## config.mk

```make
export PLATFORM = sky130hd
export DESIGN_NAME = luhn_and_dea_check_digit_validator
export DESIGN_NICKNAME = d
export VERILOG_FILES = /design/src/rtl/core/ldcd_pkg.sv /design/src/rtl/core/ldcd_digit.sv /design/src/rtl/core/ldcd_accum.sv /design/src/rtl/core/luhn_and_dea_check_digit_validator.sv
export SDC_FILE = /design/constraint.sdc
export NUM_CORES = 1
export LEC_CHECK = 0
export BUFFER_PORTS_ARGS = -buffer_cell sky130_fd_sc_hd__buf_2
export CORE_UTILIZATION = 35
export DETAILED_ROUTE_END_ITERATION = 12
export GPL_ROUTABILITY_DRIVEN = 0
export SYNTH_ARGS = -nofsm -noshare
export SYNTH_HDL_FRONTEND = slang
export SYNTH_SLANG_ARGS = --single-unit
```

## constraint.sdc

```tcl
create_clock -name i_clk -period 4.97 [get_ports i_clk]
set_input_delay 0.497 -clock i_clk [delete_from_list [all_inputs] [get_ports i_clk]]
set_output_delay 0.497 -clock i_clk [all_outputs]
set_load 0.02 [all_outputs]
```

## src/rtl/core/ldcd_pkg.sv

```systemverilog
// Shared types, constants and a mod-10 helper for the Luhn / DEA check-digit validator.
// No dependencies; every other file of the block imports this package.
`default_nettype none

package ldcd_pkg;

    // Value of the check_mode register.
    localparam logic C_MODE_LUHN = 1'b0;
    localparam logic C_MODE_DEA  = 1'b1;

    localparam logic [7:0] C_ASCII_ZERO = 8'h30;
    localparam logic [7:0] C_ASCII_NINE = 8'h39;

    localparam logic [4:0] C_RADIX      = 5'd10;
    localparam logic [4:0] C_LUHN_FOLD  = 5'd9;

    typedef logic [3:0] t_dec;

    // One decoded character.
    typedef struct packed {
        logic is_digit;
        t_dec value;
        t_dec doubled;
    } t_digit;

    // Verdict handed from the accumulator to the output register.
    typedef struct packed {
        logic check_passed;
        logic no_digits;
    } t_verdict;

    // Sum of two decimal digits, reduced mod 10.
    function automatic t_dec mod10_add(input t_dec a, input t_dec b);
        logic [4:0] s;
        s = {1'b0, a} + {1'b0, b};
        if (s >= C_RADIX) begin
            s = s - C_RADIX;
        end
        return s[3:0];
    endfunction

endpackage

`default_nettype wire

```

## src/rtl/core/ldcd_digit.sv

```systemverilog
// Character decoder: recognizes ASCII digits and forms the weight-2 term for the active mode.
// Depends on ldcd_pkg.
`default_nettype none

module ldcd_digit (
    input  wire logic [7:0]      i_char,
    input  wire logic            i_mode,
    output ldcd_pkg::t_digit     o_digit
);
    import ldcd_pkg::*;

    logic [3:0] w_val;
    logic [4:0] w_dbl;

    always_comb begin
        // ASCII digits sit at 0x30..0x39, so the low nibble is the digit value.
        w_val = i_char[3:0];
        w_dbl = {w_val, 1'b0};
        // Luhn folds a doubled digit above nine back into a single digit.
        if (i_mode == C_MODE_LUHN && w_dbl > C_LUHN_FOLD) begin
            w_dbl = w_dbl - C_LUHN_FOLD;
        end else if (i_mode == C_MODE_DEA && w_dbl >= C_RADIX) begin
            w_dbl = w_dbl - C_RADIX;
        end
        o_digit.is_digit = (i_char >= C_ASCII_ZERO) && (i_char <= C_ASCII_NINE);
        o_digit.value    = w_val;
        o_digit.doubled  = w_dbl[3:0];
    end

endmodule

`default_nettype wire

```

## src/rtl/core/ldcd_accum.sv

```systemverilog
// Running mod-10 sums for both doubling parities, plus the end-of-string verdict.
// Depends on ldcd_pkg.
`default_nettype none

module ldcd_accum (
    input  wire logic             i_clk,
    input  wire logic             i_rst_n,
    input  wire logic             i_advance,
    input  wire logic             i_last,
    input  wire logic             i_mode,
    input  wire ldcd_pkg::t_digit i_digit,
    output ldcd_pkg::t_verdict    o_verdict
);
    import ldcd_pkg::*;

    t_dec r_sum_even, n_sum_even;
    t_dec r_sum_odd,  n_sum_odd;
    logic r_parity,   n_parity;
    t_dec r_last,     n_last;
    logic r_seen,     n_seen;

    t_dec w_sel;
    t_dec w_adj;

    always_comb begin
        n_sum_even = r_sum_even;
        n_sum_odd  = r_sum_odd;
        n_parity   = r_parity;
        n_last     = r_last;
        n_seen     = r_seen;
        if (i_digit.is_digit) begin
            if (!r_parity) begin
                n_sum_even = mod10_add(r_sum_even, i_digit.doubled);
                n_sum_odd  = mod10_add(r_sum_odd,  i_digit.value);
            end else begin
                n_sum_even = mod10_add(r_sum_even, i_digit.value);
                n_sum_odd  = mod10_add(r_sum_odd,  i_digit.doubled);
            end
            n_parity = ~r_parity;
            n_last   = i_digit.value;
            n_seen   = 1'b1;
        end
    end

    // The verdict looks at the state including the current character.
    always_comb begin
        w_sel = n_parity ? n_sum_odd : n_sum_even;
        // The last digit went in with weight one but needs minus one.
        w_adj = mod10_add(n_last, n_last);
        if (!n_seen) begin
            o_verdict.check_passed = (i_mode == C_MODE_LUHN);
        end else if (i_mode == C_MODE_LUHN) begin
            o_verdict.check_passed = (w_sel == '0);
        end else begin
            o_verdict.check_passed = (w_sel == w_adj);
        end
        o_verdict.no_digits = ~n_seen;
    end

    always_ff @(posedge i_clk) begin
        if (!i_rst_n) begin
            r_sum_even <= '0;
            r_sum_odd  <= '0;
            r_parity   <= 1'b0;
            r_last     <= '0;
            r_seen     <= 1'b0;
        end else if (i_advance) begin
            if (i_last) begin
                r_sum_even <= '0;
                r_sum_odd  <= '0;
                r_parity   <= 1'b0;
                r_last     <= '0;
                r_seen     <= 1'b0;
            end else begin
                r_sum_even <= n_sum_even;
                r_sum_odd  <= n_sum_odd;
                r_parity   <= n_parity;
                r_last     <= n_last;
                r_seen     <= n_seen;
            end
        end
    end

endmodule

`default_nettype wire

```

## src/rtl/core/luhn_and_dea_check_digit_validator.sv

```systemverilog
// Top level of the streaming Luhn / DEA check-digit validator.
// Depends on ldcd_pkg, ldcd_digit and ldcd_accum.
`default_nettype none

//  Channel | Direction | Handshake               | Payload
//  --------+-----------+-------------------------+----------------------------------
//  in      | sink      | i_in_valid / o_in_stall | i_char_in[7:0], i_end_of_string
//  out     | source    | o_out_valid/ i_out_stall| o_check_passed, o_no_digits
//  cfg     | sink      | i_cfg_valid/ o_cfg_ready| i_cfg_data (check_mode)
//
// One character is accepted every cycle unless a string-ending character waits
// for a stalled result. A character sits in the input register, where the
// decoder and the accumulator update consume it; a character that ends its
// string loads the verdict into the output register, which shows it in the
// next cycle. Each character takes a single accumulator update, and a verdict
// passes the input and output registers in turn. Reset (synchronous, active
// low) clears all sums, the mode register and both valid flags. A stalled
// result only holds back a string-ending character; characters that produce
// no result keep flowing into the accumulator.

module luhn_and_dea_check_digit_validator (
    input  wire logic       i_clk,
    input  wire logic       i_rst_n,
    // Character stream.
    input  wire logic       i_in_valid,
    output logic            o_in_stall,
    input  wire logic [7:0] i_char_in,
    input  wire logic       i_end_of_string,
    // Verdicts.
    output logic            o_out_valid,
    input  wire logic       i_out_stall,
    output logic            o_check_passed,
    output logic            o_no_digits,
    // Mode register write.
    input  wire logic       i_cfg_valid,
    output logic            o_cfg_ready,
    input  wire logic       i_cfg_data
);
    import ldcd_pkg::*;

    // Input register.
    logic       r_in_vld;
    logic [7:0] r_in_char;
    logic       r_in_eos;

    // Configuration register.
    logic       r_mode;

    // Output register.
    logic       r_out_vld;
    t_verdict   r_out;

    t_digit     w_digit;
    t_verdict   w_verdict;
    logic       w_out_free;
    logic       w_advance;
    logic       w_in_take;

    // The output slot is free when empty or when its transaction completes now.
    assign w_out_free = ~r_out_vld | ~i_out_stall;
    // A held character moves on unless it must produce a verdict and the slot is busy.
    assign w_advance  = r_in_vld & (~r_in_eos | w_out_free);
    assign o_in_stall = r_in_vld & ~w_advance;
    assign w_in_take  = i_in_valid & ~o_in_stall;

    assign o_cfg_ready = 1'b1;

    ldcd_digit u_digit (
        .i_char  (r_in_char),
        .i_mode  (r_mode),
        .o_digit (w_digit)
    );

    ldcd_accum u_accum (
        .i_clk     (i_clk),
        .i_rst_n   (i_rst_n),
        .i_advance (w_advance),
        .i_last    (r_in_eos),
        .i_mode    (r_mode),
        .i_digit   (w_digit),
        .o_verdict (w_verdict)
    );

    always_ff @(posedge i_clk) begin
        if (!i_rst_n) begin
            r_mode <= C_MODE_LUHN;
        end else if (i_cfg_valid && o_cfg_ready) begin
            r_mode <= i_cfg_data;
        end
    end

    always_ff @(posedge i_clk) begin
        if (!i_rst_n) begin
            r_in_vld <= 1'b0;
        end else if (w_in_take) begin
            r_in_vld <= 1'b1;
        end else if (w_advance) begin
            r_in_vld <= 1'b0;
        end
    end

    // Payload registers need no reset.
    always_ff @(posedge i_clk) begin
        if (w_in_take) begin
            r_in_char <= i_char_in;
            r_in_eos  <= i_end_of_string;
        end
    end

    always_ff @(posedge i_clk) begin
        if (!i_rst_n) begin
            r_out_vld <= 1'b0;
        end else if (w_advance && r_in_eos) begin
            r_out_vld <= 1'b1;
        end else if (!i_out_stall) begin
            r_out_vld <= 1'b0;
        end
    end

    always_ff @(posedge i_clk) begin
        if (w_advance && r_in_eos) begin
            r_out <= w_verdict;
        end
    end

    assign o_out_valid    = r_out_vld;
    assign o_check_passed = r_out.check_passed;
    assign o_no_digits    = r_out.no_digits;

endmodule

`default_nettype wire
```

==> results of run 1 <==
[layer usage]
metal | GRT usage [%] | vias up
li1 | - | 1006
met1 | 22.98 | 882
met2 | 25.04 | 27
met3 | 2.021 | 6
met4 | 3.636 | 0
met5 | 0 | -
[metrics by stage]
stage	instance area, µm²	setup WS, ps	std cells	power [mW]
after global routing	2713	940.0	380	0.5713
after floorplan	2476	1596	270	0.3354
after detailed placement	2641	1258	376	0.3615
after global placement	2641	1448	376	0.3585
final	2713	1267	380	0.5414
after CTS	2713	1235	380	0.5461
[cell families after synthesis]
family                   share of synthesized area (%)
adder cells (fa/ha/maj)                          16.37
flip-flops                                       27.08
AO/OA/AOI/OAI                                    21.78
other                                           0.1514
AND/OR/NAND/NOR                                  15.36
multiplexers                                     8.842
buffers and inverters                            5.457
XOR/XNOR                                         4.952
[path summary, 6_finish.rpt]
| path | startpoint | end | slack (ps) | depth (start not counted) |
|---|---|---|---|---|
| max | r_in_char[1]$_DFFE_PP_ | u_accum.r_sum_odd[2]$_SDFFE_PN0P_ | 1270 | 15 |
| min | i_char_in[5] | r_in_char[5]$_DFFE_PP_ | 380 | 1 |
| min reg2reg | u_accum.r_seen$_SDFFE_PN0P_ | u_accum.r_seen$_SDFFE_PN0P_ | 520 | 2 |
| max reg2reg | r_in_char[1]$_DFFE_PP_ | u_accum.r_sum_odd[2]$_SDFFE_PN0P_ | 1270 | 15 |
[area by class of cell]
class                   instances  share of cell area [%]
clock buffers                   3                   1.522
repair buffers                 19                   3.598
clock inverters                 1                   1.107
well taps                      96                   4.428
inverters                      22                   3.044
multi-input cells             211                   61.58
flip-flops and latches         28                   24.72
[power by group through the flow]
stage                     combinational (mW)  sequential [mW]  clock [mW]
final                                  0.103            0.252       0.186
after global routing                   0.118            0.254       0.200
after CTS                              0.104            0.253       0.189
after detailed placement               0.104            0.258           0
after global placement                 0.101            0.258           0
after floorplan                       0.0804            0.255           0
[layout by cell type, fill, tap and decap left out, types with 9 or more instances in the layout]
| master | n |
|---|---|
| edfxtp_1 | 11 |
| inv_1 | 22 |
| nand2_1 | 18 |
| buf_2 | 18 |
| nor2b_1 | 14 |
| o21ai_0 | 11 |
| nor2_1 | 13 |
| ha_1 | 26 |
| xnor2_1 | 9 |
| dfxtp_1 | 17 |
| a21oi_1 | 19 |
[critical path: stages (launching register included)]
cell,delay [ps]
edfxtp_1,520
inv_1,170
ha_1,230
nand2_1,80
a21oi_1,270
xnor2_1,220
inv_1,140
fa_1,430
xor2_1,200
ha_1,230
a21boi_0,130
o21ai_0,300
mux2_2,380
a21oi_1,140
a22oi_1,80
nor2b_1,140
[registers in the layout, indices dropped and copies added (netlist names)]
register / cells
r_mode: 1
u_accum.r_last: 4
o_no_digits: 1
r_in_eos: 1
u_accum.r_parity: 1
u_accum.r_seen: 1
o_check_passed: 1
r_in_vld: 1
o_out_valid: 1
u_accum.r_sum_even: 4
r_in_char: 8
u_accum.r_sum_odd: 4
==> flow_summary.json, run 1 <==
{
  "status": "finished clean",
  "drc": 0,
  "synth_flop_cell": "dfxtp_1",
  "pwr-share-seq_pct": 46.6,
  "cp-end-kind": "flip-flop",
  "track_usage_pct": 15.85,
  "m1WireLength_um": 2693,
  "yosysTopAreaCell": "dfxtp_1",
  "synth.area.top_cells": "dfxtp_1 (14%), edfxtp_1 (13%), ha_1 (13%)",
  "cts_max_level": 1,
  "rsz0062_at_grt": "no",
  "wirelength_um": 5324,
  "ys_async_sr_fraction_pct": 0,
  "grt_max_degree": 21,
  "pin_count": 20,
  "ff_latch_area_um2": 670.6,
  "route.met2.wl_um": 2408,
  "grt_overflow_total": 0,
  "holdBufCountCts": 0,
  "cts_root_buffer": "clkbuf_8",
  "hpwlAfterDp_um": 4158,
  "cts.clk_slew.worst_paths_ps": 100,
  "synth_seq_cells": 28,
  "finalCriticalPeriod_ps": 3703,
  "post_cts_buffers": 0,
  "multi_input_area_um2": 1670,
  "final_util_pct": 39.71,
  "port_buffers": 18,
  "cts_resized": 0,
  "netSwitchingPower_mw": 0.1416,
  "area.growth.synth_to_final_pct": 9.550,
  "coreArea_um2": 6832,
  "fmax_ghz": 0.2700,
  "cts_buffers": 3,
  "maxCapViolations": 0,
  "yosysMostFrequentCell": "ha_1",
  "die_width_um": 86.11,
  "first_pass_iters": 4,
  "num-fill-cells": 717,
  "topRoutingLayerUsed": "met4",
  "clock_sinks": 28,
  "combPwrFrac_pct": 19.1,
  "fp.dieH_um": 86.11,
  "worst_pin_slew_ps": 823.7,
  "hp-class": "primary input to flip-flop",
  "p_sw_share_pct": 26.16,
  "drt_iter0_markers": 113,
  "avgSynthCellArea_um2": 9.171,
  "finalSetupViolations": 0,
  "synth_edf_count": 11,
  "worst_ep_arrival_time_ps": 3930,
  "antenna_left": 0,
  "final_nets": 330,
  "clockBufferDepth": 2,
  "final-hold-violation-count": 0,
  "start_util_pct": 36.25,
  "synth_nets": 315,
  "n_antenna_cell": 0,
  "synth_cell_types": 53,
  "slew_headroom_pct": 44.98,
  "peakVddDrop_mv": 0.1410,
  "yosysWarnings": 0,
  "vias": 1921,
  "netlist_instances": 270,
  "cp-start-kind": "flip-flop",
  "period_share_pct": 74.51,
  "routedWlPerCell_um": 14.01,
  "dr_wl_met3_um": 140,
  "first_global_vias": 1899,
  "power_density_nw_per_um2": 199.6,
  "skew_ps": 5.696,
  "synthesis.area_um2": 2476,
  "grt_pass1_wl_um": 9211,
  "ys_seq_area_share_pct": 27.08,
  "clock_insertion_delay_worst_skew_ps": 280,
  "synth_top_area_share_pct": 13.74,
  "vias_per_cell": 5.055,
  "power.internal_mw": 0.3998,
  "slew_violations": 0,
  "antenna_found_initial": 0,
  "synth_commonest_cells": "ha_1 (26), inv_1 (22), a21oi_1 (19)",
  "hold-worst-slack_ps": 384.2,
  "cts_tree": "yes",
  "dieArea_um2": 7415,
  "drive_gt1_share_pct": 15.14,
  "critical_path_class": "flip-flop to flip-flop",
  "worstPathRequired_ps": 5200,
  "finalSetupTns_ps": 0,
  "cp_max_fo": 6,
  "power_leakage_nw": 1.158,
  "rows": 30,
  "p_clk_share_pct": 34.3
}
(Power assumes the default switching activity.)
==> run 2: changes to the inputs <==
==> constraint.sdc (replaced) <==
create_clock -name i_clk -period 3 [get_ports i_clk]
set_input_delay 0.3 -clock i_clk [delete_from_list [all_inputs] [get_ports i_clk]]
set_output_delay 0.3 -clock i_clk [all_outputs]
set_load 0.02 [all_outputs]
==> flow_summary.json, run 2 (synthesis gave the netlist of run 1 again) <==
{
  "status": "complete, but fails checks",
  "slew_headroom_pct": 48.79,
  "n_antenna_cell": 0,
  "wirelength_um": 5866,
  "vias": 2136,
  "maxCapViolations": 0,
  "dp.cells": 421,
  "antenna_found_initial": 0,
  "finalSetupViolations": 4,
  "drt_iter0_markers": 111,
  "layout_setup_ws_ps": -213.5,
  "pin_count": 20,
  "combPwrFrac_pct": 26.9,
  "cts_max_level": 1,
  "cp-start-kind": "flip-flop",
  "coreArea_um2": 6832,
  "peakVddDrop_mv": 0.1518,
  "clock_sinks": 28,
  "hp-class": "primary input to flip-flop",
  "grt_overflow_total": 0,
  "finalCriticalPeriod_ps": 3214,
  "power_density_nw_per_um2": 302.4,
  "p_clk_share_pct": 31.4,
  "dp_slack_ps": -283.9,
  "grt_max_degree": 18,
  "area.growth.synth_to_final_pct": 32.54,
  "hpwlAfterDp_um": 4765,
  "rsz0062_at_grt": "yes",
  "skew_ps": 7.217,
  "cts.clk_slew.worst_paths_ps": 110,
  "cts_tree": "yes",
  "cp_max_fo": 3,
  "worst_ep_arrival_time_ps": 3350,
  "cts_root_buffer": "clkbuf_8",
  "finalSetupTns_ps": -327.2,
  "clock_insertion_delay_worst_skew_ps": 290,
  "period_share_pct": 107.1,
  "worstPathRequired_ps": 3140,
  "p_sw_share_pct": 26.81,
  "port_buffers": 18,
  "fmax_ghz": 0.3112,
  "final_nets": 380,
  "dieArea_um2": 7415,
  "cp-end-kind": "flip-flop",
  "largest-register": "r_in_char",
  "whs_path_depth": 1,
  "first_global_vias": 2121,
  "netSwitchingPower_mw": 0.2661,
  "clockBufferDepth": 2,
  "rows": 30,
  "final-hold-violation-count": 0,
  "power.internal_mw": 0.7264,
  "die_width_um": 86.11,
  "grt_pass1_wl_um": 9860,
  "power_leakage_nw": 1.430,
  "antenna_left": 0,
  "fp.dieH_um": 86.11,
  "violations": "negative setup slack",
  "drive_gt1_share_pct": 39.22,
  "first_pass_iters": 4,
  "pwr-share-seq_pct": 41.7,
  "slew_violations": 0,
  "routedWlPerCell_um": 13.64,
  "mostFrequentLayoutCells": "buf_4 (51), nand2_1 (18), ha_1 (18), buf_2 (18)",
  "final_common_cell": "buf_4",
  "holdBufCountCts": 0,
  "cts_buffers": 3,
  "track_usage_pct": 16.94,
  "rr_worst_depth": 13,
  "critical_path_class": "flip-flop to flip-flop",
  "final_cells": 430,
  "vias_per_cell": 4.967,
  "final_util_pct": 48.04,
  "drc": 0,
  "start_util_pct": 36.25,
  "largest_register_ffs": 8,
  "worst_pin_slew_ps": 766.6
}
run 2: repair_timing:
action | 4_1_cts | 5_1_grt
resized for setup | 14 | 5
endpoints found under the setup margin | 5 | 7
buffers inserted | 5 | 0
pin swaps | 10 | 3
run 2: per-layer routing:
metal | wire, µm | global-route usage [%] | vias up
met5 | 0 | 0 | -
met3 | 151 | 1.732 | 4
met4 | 42 | 3.485 | 0
met2 | 2910 | 29.87 | 29
met1 | 2762 | 22.41 | 1005
li1 | - | - | 1098
run 2: metrics by stage:
stage	instance area (µm²)	power, mW	hold WS (ps)
5_1_grt	3282	1.043	173.6
4_1_cts	3248	0.9984	176.0
3_3_place_gp	3087	0.6612	477.2
3_5_place_dp	3087	0.6655	478.2
6_report	3282	0.9925	182.2
2_1_floorplan	2585	0.5758	398.9
run 2: power groups by stage:
stage	Sequential, mW	Clock, mW	Combinational [mW]
4_1_cts	0.414	0.321	0.263
3_3_place_gp	0.424	0	0.237
3_5_place_dp	0.424	0	0.241
6_report	0.414	0.312	0.267
5_1_grt	0.416	0.332	0.295
2_1_floorplan	0.424	0	0.152
run 2: layout make-up:
class                           count  area, µm²
Inverter                           22      82.58
Clock buffer                        3      41.29
Clock inverter                      1      30.03
Sequential cell                    28      670.6
Timing Repair Buffer               69      473.0
Tap cell                           96      120.1
Multi-Input combinational cell    211       1864
Fill cell                         688       3550
run 2: worst max-delay path: stages, from the launching register on:
cell,delay [ps]
edfxtp_1,430
buf_4,160
ha_2,190
fa_2,370
xor2_2,170
inv_2,90
ha_4,150
o221ai_2,110
a31oi_4,230
mux2i_2,120
mux4_2,540
nor4b_2,290
a31oi_1,60
o21ai_1,160
run 2: worst paths after layout:
path | from | to | slack (ps)
worst max-delay path | r_in_char[0]$_DFFE_PP_ | o_check_passed$_DFFE_PP_ | -210
worst min-delay path | i_char_in[0] | r_in_char[0]$_DFFE_PP_ | 180
worst max register to register | r_in_char[0]$_DFFE_PP_ | o_check_passed$_DFFE_PP_ | -210
worst min register to register | o_out_valid$_SDFFE_PN0P_ | o_out_valid$_SDFFE_PN0P_ | 520
